==> config.mk <==
export PLATFORM = sky130hd
export DESIGN_NAME = can_payload_crc8
export DESIGN_NICKNAME = d
export VERILOG_FILES = /design/src/hw/rtl/cpcrc8_pkg.sv /design/src/hw/rtl/cpcrc8_cell.sv /design/src/hw/rtl/can_payload_crc8.sv
export VERILOG_INCLUDE_DIRS = /design/src /design/src/hw/rtl
export SDC_FILE = /design/constraint.sdc
export NUM_CORES = 1
export LEC_CHECK = 0
export ABC_AREA = 1
export BUFFER_PORTS_ARGS = -buffer_cell sky130_fd_sc_hd__buf_2
export CORE_MARGIN = 5
export CORE_UTILIZATION = 40
export DETAILED_ROUTE_END_ITERATION = 8
export GPL_TIMING_DRIVEN = 0
export HOLD_SLACK_MARGIN = 0.03
export PLACE_DENSITY_LB_ADDON = 0.08
export SLEW_MARGIN = 20
export SYNTH_ARGS = -nofsm -noshare
export SYNTH_HDL_FRONTEND = slang
export SYNTH_SLANG_ARGS = --single-unit
==> constraint.sdc <==
create_clock -name clk -period 10.8 [get_ports clk]
set_clock_uncertainty 0.1 [all_clocks]
set_input_delay 2.16 -clock clk [delete_from_list [all_inputs] [get_ports clk]]
set_output_delay 2.16 -clock clk [all_outputs]
set_load 0.1 [all_outputs]
==> src/hw/rtl/can_payload_crc8_macros.svh <==
// Assertion macros shared by the CRC-8 block.
// Needs clk and rst_n in the scope of use.
`ifndef CAN_PAYLOAD_CRC8_MACROS_SVH
`define CAN_PAYLOAD_CRC8_MACROS_SVH

// Antecedent this cycle implies consequent next cycle.
`define CPCRC8_ASSERT_NEXT(lbl, ante, cons) \
    lbl: assert property (@(posedge clk) disable iff (!rst_n) (ante) |=> (cons)) \
        else $error("cpcrc8 next-cycle check failed");

// Antecedent implies consequent in the same cycle.
`define CPCRC8_ASSERT_NOW(lbl, ante, cons) \
    lbl: assert property (@(posedge clk) disable iff (!rst_n) (ante) |-> (cons)) \
        else $error("cpcrc8 same-cycle check failed");

`endif

==> src/hw/rtl/cpcrc8_pkg.sv <==
// Package for the CAN payload CRC-8 block: sizes, register indices,
// the stage payload type and the byte-wide CRC step. No dependencies.
package cpcrc8_pkg;

    localparam int FRAME_BYTES = 8;
    localparam int DATA_BYTES  = ((FRAME_BYTES > 8) ? 8 : FRAME_BYTES) - 1;
    localparam int NUM_CELLS   = DATA_BYTES + 1;
    localparam int REST_W      = 8 * DATA_BYTES;
    localparam int PAYLOAD_W   = 64;
    localparam int CFG_IDX_W   = 2;
    localparam int CFG_DATA_W  = 8;

    localparam logic [CFG_IDX_W-1:0] REG_POLY = 2'd0;
    localparam logic [CFG_IDX_W-1:0] REG_PAD  = 2'd1;

    localparam logic [7:0] POLY_RESET = 8'h2F;
    localparam logic [7:0] PAD_RESET  = 8'hDA;
    localparam logic [7:0] CRC_INIT   = 8'hFF;
    localparam logic [7:0] CRC_XOROUT = 8'hFF;

    typedef struct packed {
        logic [7:0]        crc;
        logic [REST_W-1:0] rest;
    } stage_t;

    // Eight MSB-first shift steps.
    function automatic logic [7:0] crc_byte_step(input logic [7:0] r_in,
                                                 input logic [7:0] poly);
        logic [7:0] r;
        r = r_in;
        for (int k = 0; k < 8; k++) begin
            if (r[7])
                r = {r[6:0], 1'b0} ^ poly;
            else
                r = {r[6:0], 1'b0};
        end
        return r;
    endfunction

endpackage

==> src/hw/rtl/cpcrc8_cell.sv <==
// One cell of the CRC row: folds one byte into the running CRC and hands
// the remaining bytes on. Depends on cpcrc8_pkg and the assertion macros.
`include "can_payload_crc8_macros.svh"

module cpcrc8_cell (
    input  logic                clk,
    input  logic                rst_n,
    input  logic [7:0]          poly,
    input  logic                in_valid,
    output logic                in_ready,
    input  cpcrc8_pkg::stage_t  stage_in,
    input  logic [7:0]          byte_in,
    output logic                out_valid,
    input  logic                out_ready,
    output cpcrc8_pkg::stage_t  stage_out
);
    import cpcrc8_pkg::*;

    logic   valid_reg;
    logic   valid_next;
    stage_t stage_reg;
    logic   load;

    assign in_ready   = !valid_reg || out_ready;
    assign load       = in_valid && in_ready;
    assign valid_next = load ? 1'b1 : (valid_reg && !out_ready);

    always_ff @(posedge clk or negedge rst_n)
    begin
        if (!rst_n)
        begin
            valid_reg <= 1'b0;
        end
        else
        begin
            valid_reg <= valid_next;
        end
    end

    always_ff @(posedge clk)
    begin
        if (load)
        begin
            stage_reg.crc  <= crc_byte_step(stage_in.crc ^ byte_in, poly);
            stage_reg.rest <= stage_in.rest >> 8;
        end
    end

    assign out_valid = valid_reg;
    assign stage_out = stage_reg;

    `CPCRC8_ASSERT_NEXT(a_load_sets_valid, load, valid_reg)
    `CPCRC8_ASSERT_NEXT(a_crc_step, load,
        stage_reg.crc == $past(crc_byte_step(stage_in.crc ^ byte_in, poly)))
    `CPCRC8_ASSERT_NEXT(a_stall_holds, valid_reg && !out_ready,
        valid_reg && $stable(stage_reg))

endmodule

==> src/hw/rtl/can_payload_crc8.sv <==
// CAN payload CRC-8 (8H2F style) top level: configuration registers and the
// row of CRC cells. Depends on cpcrc8_pkg, cpcrc8_cell and the assertion macros.
//
// Usage:
//   Input channel in_valid/in_ready carries one 64-bit payload per request;
//   byte 0 (bits 7:0) is ignored, bytes 1..7 are folded in ascending order.
//   Output channel out_valid/out_ready returns crc_value, the check byte for
//   data byte 0.
//   Configuration: cfg_we writes cfg_data to register cfg_index (0 = poly,
//   1 = pad_byte); other indices are dropped. Write only while idle.
//   Pipeline: eight cells, one per data byte plus one for the padding byte;
//   the first cell loads at the accepting edge and out_valid rises once the
//   result has passed through all eight cells. Throughput: one request per
//   cycle while the output is not stalled; each cell is a register stage.
//   Stall: a cell holds its result while the next one is full and stalled;
//   empty cells further up keep accepting, so in_ready drops only once the
//   whole row is full. Ready runs combinationally back along the row.
//   Reset: all cells empty, poly = 0x2F, pad_byte = 0xDA.
//
module can_payload_crc8 (
    input  logic                                clk,
    input  logic                                rst_n,
    input  logic                                cfg_we,
    input  logic [cpcrc8_pkg::CFG_IDX_W-1:0]    cfg_index,
    input  logic [cpcrc8_pkg::CFG_DATA_W-1:0]   cfg_data,
    input  logic                                in_valid,
    output logic                                in_ready,
    input  logic [cpcrc8_pkg::PAYLOAD_W-1:0]    payload,
    output logic                                out_valid,
    input  logic                                out_ready,
    output logic [7:0]                          crc_value
);
    import cpcrc8_pkg::*;

    logic [7:0] poly_reg;
    logic [7:0] pad_reg;

    logic       link_valid [NUM_CELLS+1];
    logic       link_ready [NUM_CELLS+1];
    stage_t     link       [NUM_CELLS+1];
    logic [7:0] cell_byte  [NUM_CELLS];

    always_ff @(posedge clk or negedge rst_n)
    begin
        if (!rst_n)
        begin
            poly_reg <= POLY_RESET;
            pad_reg  <= PAD_RESET;
        end
        else if (cfg_we)
        begin
            unique case (cfg_index)
                REG_POLY: poly_reg <= cfg_data;
                REG_PAD:  pad_reg  <= cfg_data;
                default:  ;
            endcase
        end
    end

    assign link_valid[0] = in_valid;
    assign in_ready      = link_ready[0];
    assign link[0].crc   = CRC_INIT;
    assign link[0].rest  = payload[8*DATA_BYTES+7:8];

    for (genvar k = 0; k < NUM_CELLS; k++)
    begin : g_cell
        if (k < DATA_BYTES)
        begin : g_data
            assign cell_byte[k] = link[k].rest[7:0];
        end
        else
        begin : g_pad
            assign cell_byte[k] = pad_reg;
        end

        cpcrc8_cell u_cell (
            .clk       (clk),
            .rst_n     (rst_n),
            .poly      (poly_reg),
            .in_valid  (link_valid[k]),
            .in_ready  (link_ready[k]),
            .stage_in  (link[k]),
            .byte_in   (cell_byte[k]),
            .out_valid (link_valid[k+1]),
            .out_ready (link_ready[k+1]),
            .stage_out (link[k+1])
        );
    end

    assign link_ready[NUM_CELLS] = out_ready;
    assign out_valid             = link_valid[NUM_CELLS];
    assign crc_value             = link[NUM_CELLS].crc ^ CRC_XOROUT;

endmodule
---- Word-level counts from Yosys, hierarchy flattened ----
Cells that the tools add are included.
storage, ports and cells
  latch bits .............................. 0
  bits in read-only memories .............. 0
  flip-flop bits (word level) ............. 256
  output and inout port bits .............. 10
  memories ................................ 0
  word-level logic and storage cells ...... 277
  memory bits (writable) .................. 0
  bits of input ports ..................... 79
cells by class
  magnitude comparators ................... 0
  bitwise operators ....................... 73
  shift-type cells ........................ 0
  divide/modulo/power cells ............... 0
  reductions and logical operators ........ 43
  eq/ne operators ......................... 1
  multiplexer cells ....................... 128
  $add $sub $neg .......................... 0
  multiply operators ...................... 0
operator list
  operator            count
  $mux 8              120
  $xor 8x8->8         71
  $logic_and 1x1->1   16
  $logic_not 1->1     16
  $not 8->8           2
  $logic_or 1x1->1    8
  $mux 1              8
  $reduce_and 2->1    2
  $eq 2x1->1 const B  1
  $logic_not 2->1     1

---- Longest topological paths before layout ----
  word-level depth ........................ 31
  mapped depth ............................ 31
  mapped depth without buffers ............ 29

---- By module ----
From an unflattened synthesis, not the netlist that was laid out.
unflattened totals
  cell total of the unflattened synthesis .. 3224
  area total of the unflattened synthesis .. 28838.9 um2
modules (own cells, without submodules)
  module            area each (um2)  cells an instance  times used  seq. area each (um2)
  cpcrc8_cell       3512.1           393                8           1706.6
  can_payload_crc8  742.0            80                 1           412.9

---- Least setup slack after synthesis ----
Ideal clock, no wire load.
  kind .................................... input to output
  start ................................... input out_ready
  end ..................................... output in_ready
  slack ................................... 4879 ps
  stages .................................. 16
  buffers on the path ..................... 0
  arrival ................................. 3661 ps
  data required time ...................... 8540 ps
  cell sequence ........................... inv_1 -> nand2_1 -> nor2_1 -> inv_1 -> nor2_1 -> inv_1 -> nor2_1 -> inv_1 -> nor2_1 -> inv_1 -> nor2_1 -> inv_1 -> nor2_1 -> inv_1 -> nor2_1 -> inv_1
between the ends
  word-level cells in the longest chain between the ends .. 8
RTL lines
  what                           RTL line                RTL
  from (decl)                    can_payload_crc8.sv:30  input logic out_ready,
  $logic_or 1x1->1 (8 in a row)  cpcrc8_cell.sv:24       assign in_ready = !valid_reg || out_ready;
  to (decl)                      can_payload_crc8.sv:27  output logic in_ready,
No other way between the ends.

---- Final worst setup path ----
Same ends and word-level chain as after synthesis.

==> metrics.yaml <==
grt_pass1_vias: 15200
nFillCells: 4619
start_kind: "input port"
postCtsResizedCells: 0
die_area_um2: 51000
required_ns: 8.54
end_kind: "output port"
synth_edf_count: 232
yosys.area.top_type: "edfxtp_1"
synth-simple-area-share_pct: 35.7
drive_gt1_share_pct: 14.6
path_clk_slew_ns: 0.06
cts_buffers: 28
fin_nets: 2652
post_cts_buffers: 0
dieWidth_um: 226
ios: 89
area_growth_pct: 11.9
initial_utilization_pct: 40.2
dr.pass1.iters: 8
grt_pass1_wl_um: 96900
critPathArrivalTime_ns: 4.31
place_congestion: 0.927
cts_sinks: 256
largest_reg_flops: 232
drt_wl_total_um: 66200
postCtsHoldBufs: 0
cts_max_level: 1
core-area_um2: 46400
synth_adder_area_share_pct: 0
synth_nets: 2537
clk_latency_ns: 0.60
antenna_found_initial: 1
drv_slew: 0
async_flop_share_pct: 9.38
max_slew_margin_pct: 17.8
crit_start: "out_ready"
synth_seq_cells: 256
vias: 16300
worst_pin_slew_ns: 1.23
crit_path_max_fanout: 3
die_y_um: 226
fin_crit_ns: 6.57
status: "completed"
synthFlopType: "edfxtp_1"
synthesis.area_um2: 18700
rr_endpoint: "g_cell[2].u_cell.stage_out[61]"
grt_use_total_pct: 25.7
timing.final.crit_share_pct: 60.8
yosys-top-cells-area: "edfxtp_1 (37%), nand2_1 (17%), nand3_1 (7.5%)"
fmax_mhz: 152
finalSetupViolations: 0
hold_class: "reg2reg"
drt-vias-per-instance: 5.11
detail_route.wl_per_cell_um: 20.7
synth_top_family_by_area: "simple AND/OR/NAND/NOR gates"
layout_commonest_cell: "nand2_1"
cts_tree: "done"
clockBufferDepth: 3
ant_nets: 0
syn_area_per_cell_um2: 7.59
synth_compound_area_share_pct: 2.07
drt_iter0_markers: 1589
reg2regPathDepth: 12
grt_max_degree: 34
critPathKind: "in2out"
tns_ns: 0
reg2reg_setup_slack_ns: 4.85
grt.overflow.total: 0
synthDistinctLibCells: 36
synth_mux_area_share_pct: 0
hold_violations: 0
ys_warn_count: 0
maxCapViolations: 0
final_cell_mix: "nand2_1 (840), nand3_1 (281), inv_1 (246)"
drc_errors: 0
hpwlAfterDp_um: 45700
rows: 79
syn_inst: 2458
cp-endpoint: "in_ready"
synth_top_area_share_pct: 37.4
synth_seq_area_share_pct: 40.6
reg2reg_from: "poly_reg[4]"
rsz0062_at_grt: "false"
yosys.area_share.xor_xnor_pct: 13.1
io_buffers: 80
cts-root-buf: "clkbuf_16"
-- worst min path at each step --
stage / startpoint / endpoint / slack (ns) / depth (start not counted)
after global placement: g_cell[2].u_cell.stage_out[10] / g_cell[3].u_cell.stage_out[2] / 0.30 / 0
final: g_cell[1].u_cell.stage_out[10] / g_cell[2].u_cell.stage_out[2] / 0.28 / 0
after floorplan: g_cell[0].u_cell.stage_out[8] / g_cell[1].u_cell.stage_out[0] / 0.30 / 0
after detailed placement: g_cell[0].u_cell.stage_out[41] / g_cell[1].u_cell.stage_out[33] / 0.30 / 0
after global routing: g_cell[1].u_cell.stage_out[15] / g_cell[2].u_cell.stage_out[7] / 0.29 / 0
after CTS: g_cell[1].u_cell.stage_out[10] / g_cell[2].u_cell.stage_out[2] / 0.30 / 0
-- layer usage --
layer / GRT usage, % / part of all wire [%]
met1: 36.1 / 44
met2: 40.3 / 44
met3: 4.08 / 7.7
met4: 9.45 / 4.1
met5: 0 / 0
-- cells by family (layout without fill, tap and decap cells) --
group | Yosys count | count (layout)
simple gates | 1479 | 1479
flops | 256 | 256
buf+inv | 378 | 509
other cells | 0 | 2
xor+xnor | 270 | 270
compound gates | 75 | 75
-- stage by stage --
stage	setup slack [ns]	utilization (%)	hold slack, ns	area, um2	std cells
floorplan	4.88	-	0.300	18700	2458
global placement	3.35	42.7	0.301	19800	3145
detailed placement	4.20	43.0	0.305	19900	3150
CTS	4.19	45.0	0.298	20900	3196
global route	3.86	45.0	0.285	20900	3196
finish	4.23	45.0	0.283	20900	3198
-- final cells by class --
type	instances	area, um2	share of cell area [%]
plain buffers	92	520	2.49
clock inverters	14	203	0.972
repair buffers	85	500	2.40
clock buffers	32	716	3.43
inverters	286	1080	5.16
flip-flops and latches	256	7580	36.3
well taps	607	759	3.64
multi-input cells	1824	9500	45.6
diodes	2	5.00	0.0240
-- worst max-delay path, stage by stage --
cell and delay [ns]:
buf_2 0.09, inv_1 0.06, nand2_1 0.06, nor2_1 0.10
inv_1 0.07, nor2_1 0.11, inv_1 0.08, nor2_1 0.23
inv_1 0.09, nor2_1 0.22, inv_1 0.10, nor2_1 0.10
inv_1 0.07, nor2_1 0.08, inv_1 0.06, nor2_1 0.22
inv_1 0.09, buf_2 0.30
-- cells in the mapped netlist, types with 11 or more instances --
cell type	number
nand2_1	840
dfrtp_1	14
buf_6	12
nand4_1	20
nor2_1	193
buf_2	31
edfxtp_1	232
clkbuf_1	20
inv_1	248
nand3_1	281
xnor2_1	138
nand2_2	67
inv_2	36
buf_4	11
xor2_1	124
nand3_2	27
o21ai_0	57
buf_1	18
Power is not shown: default switching activity piles up to over one toggle a cycle in this logic, so the estimate is an artifact.
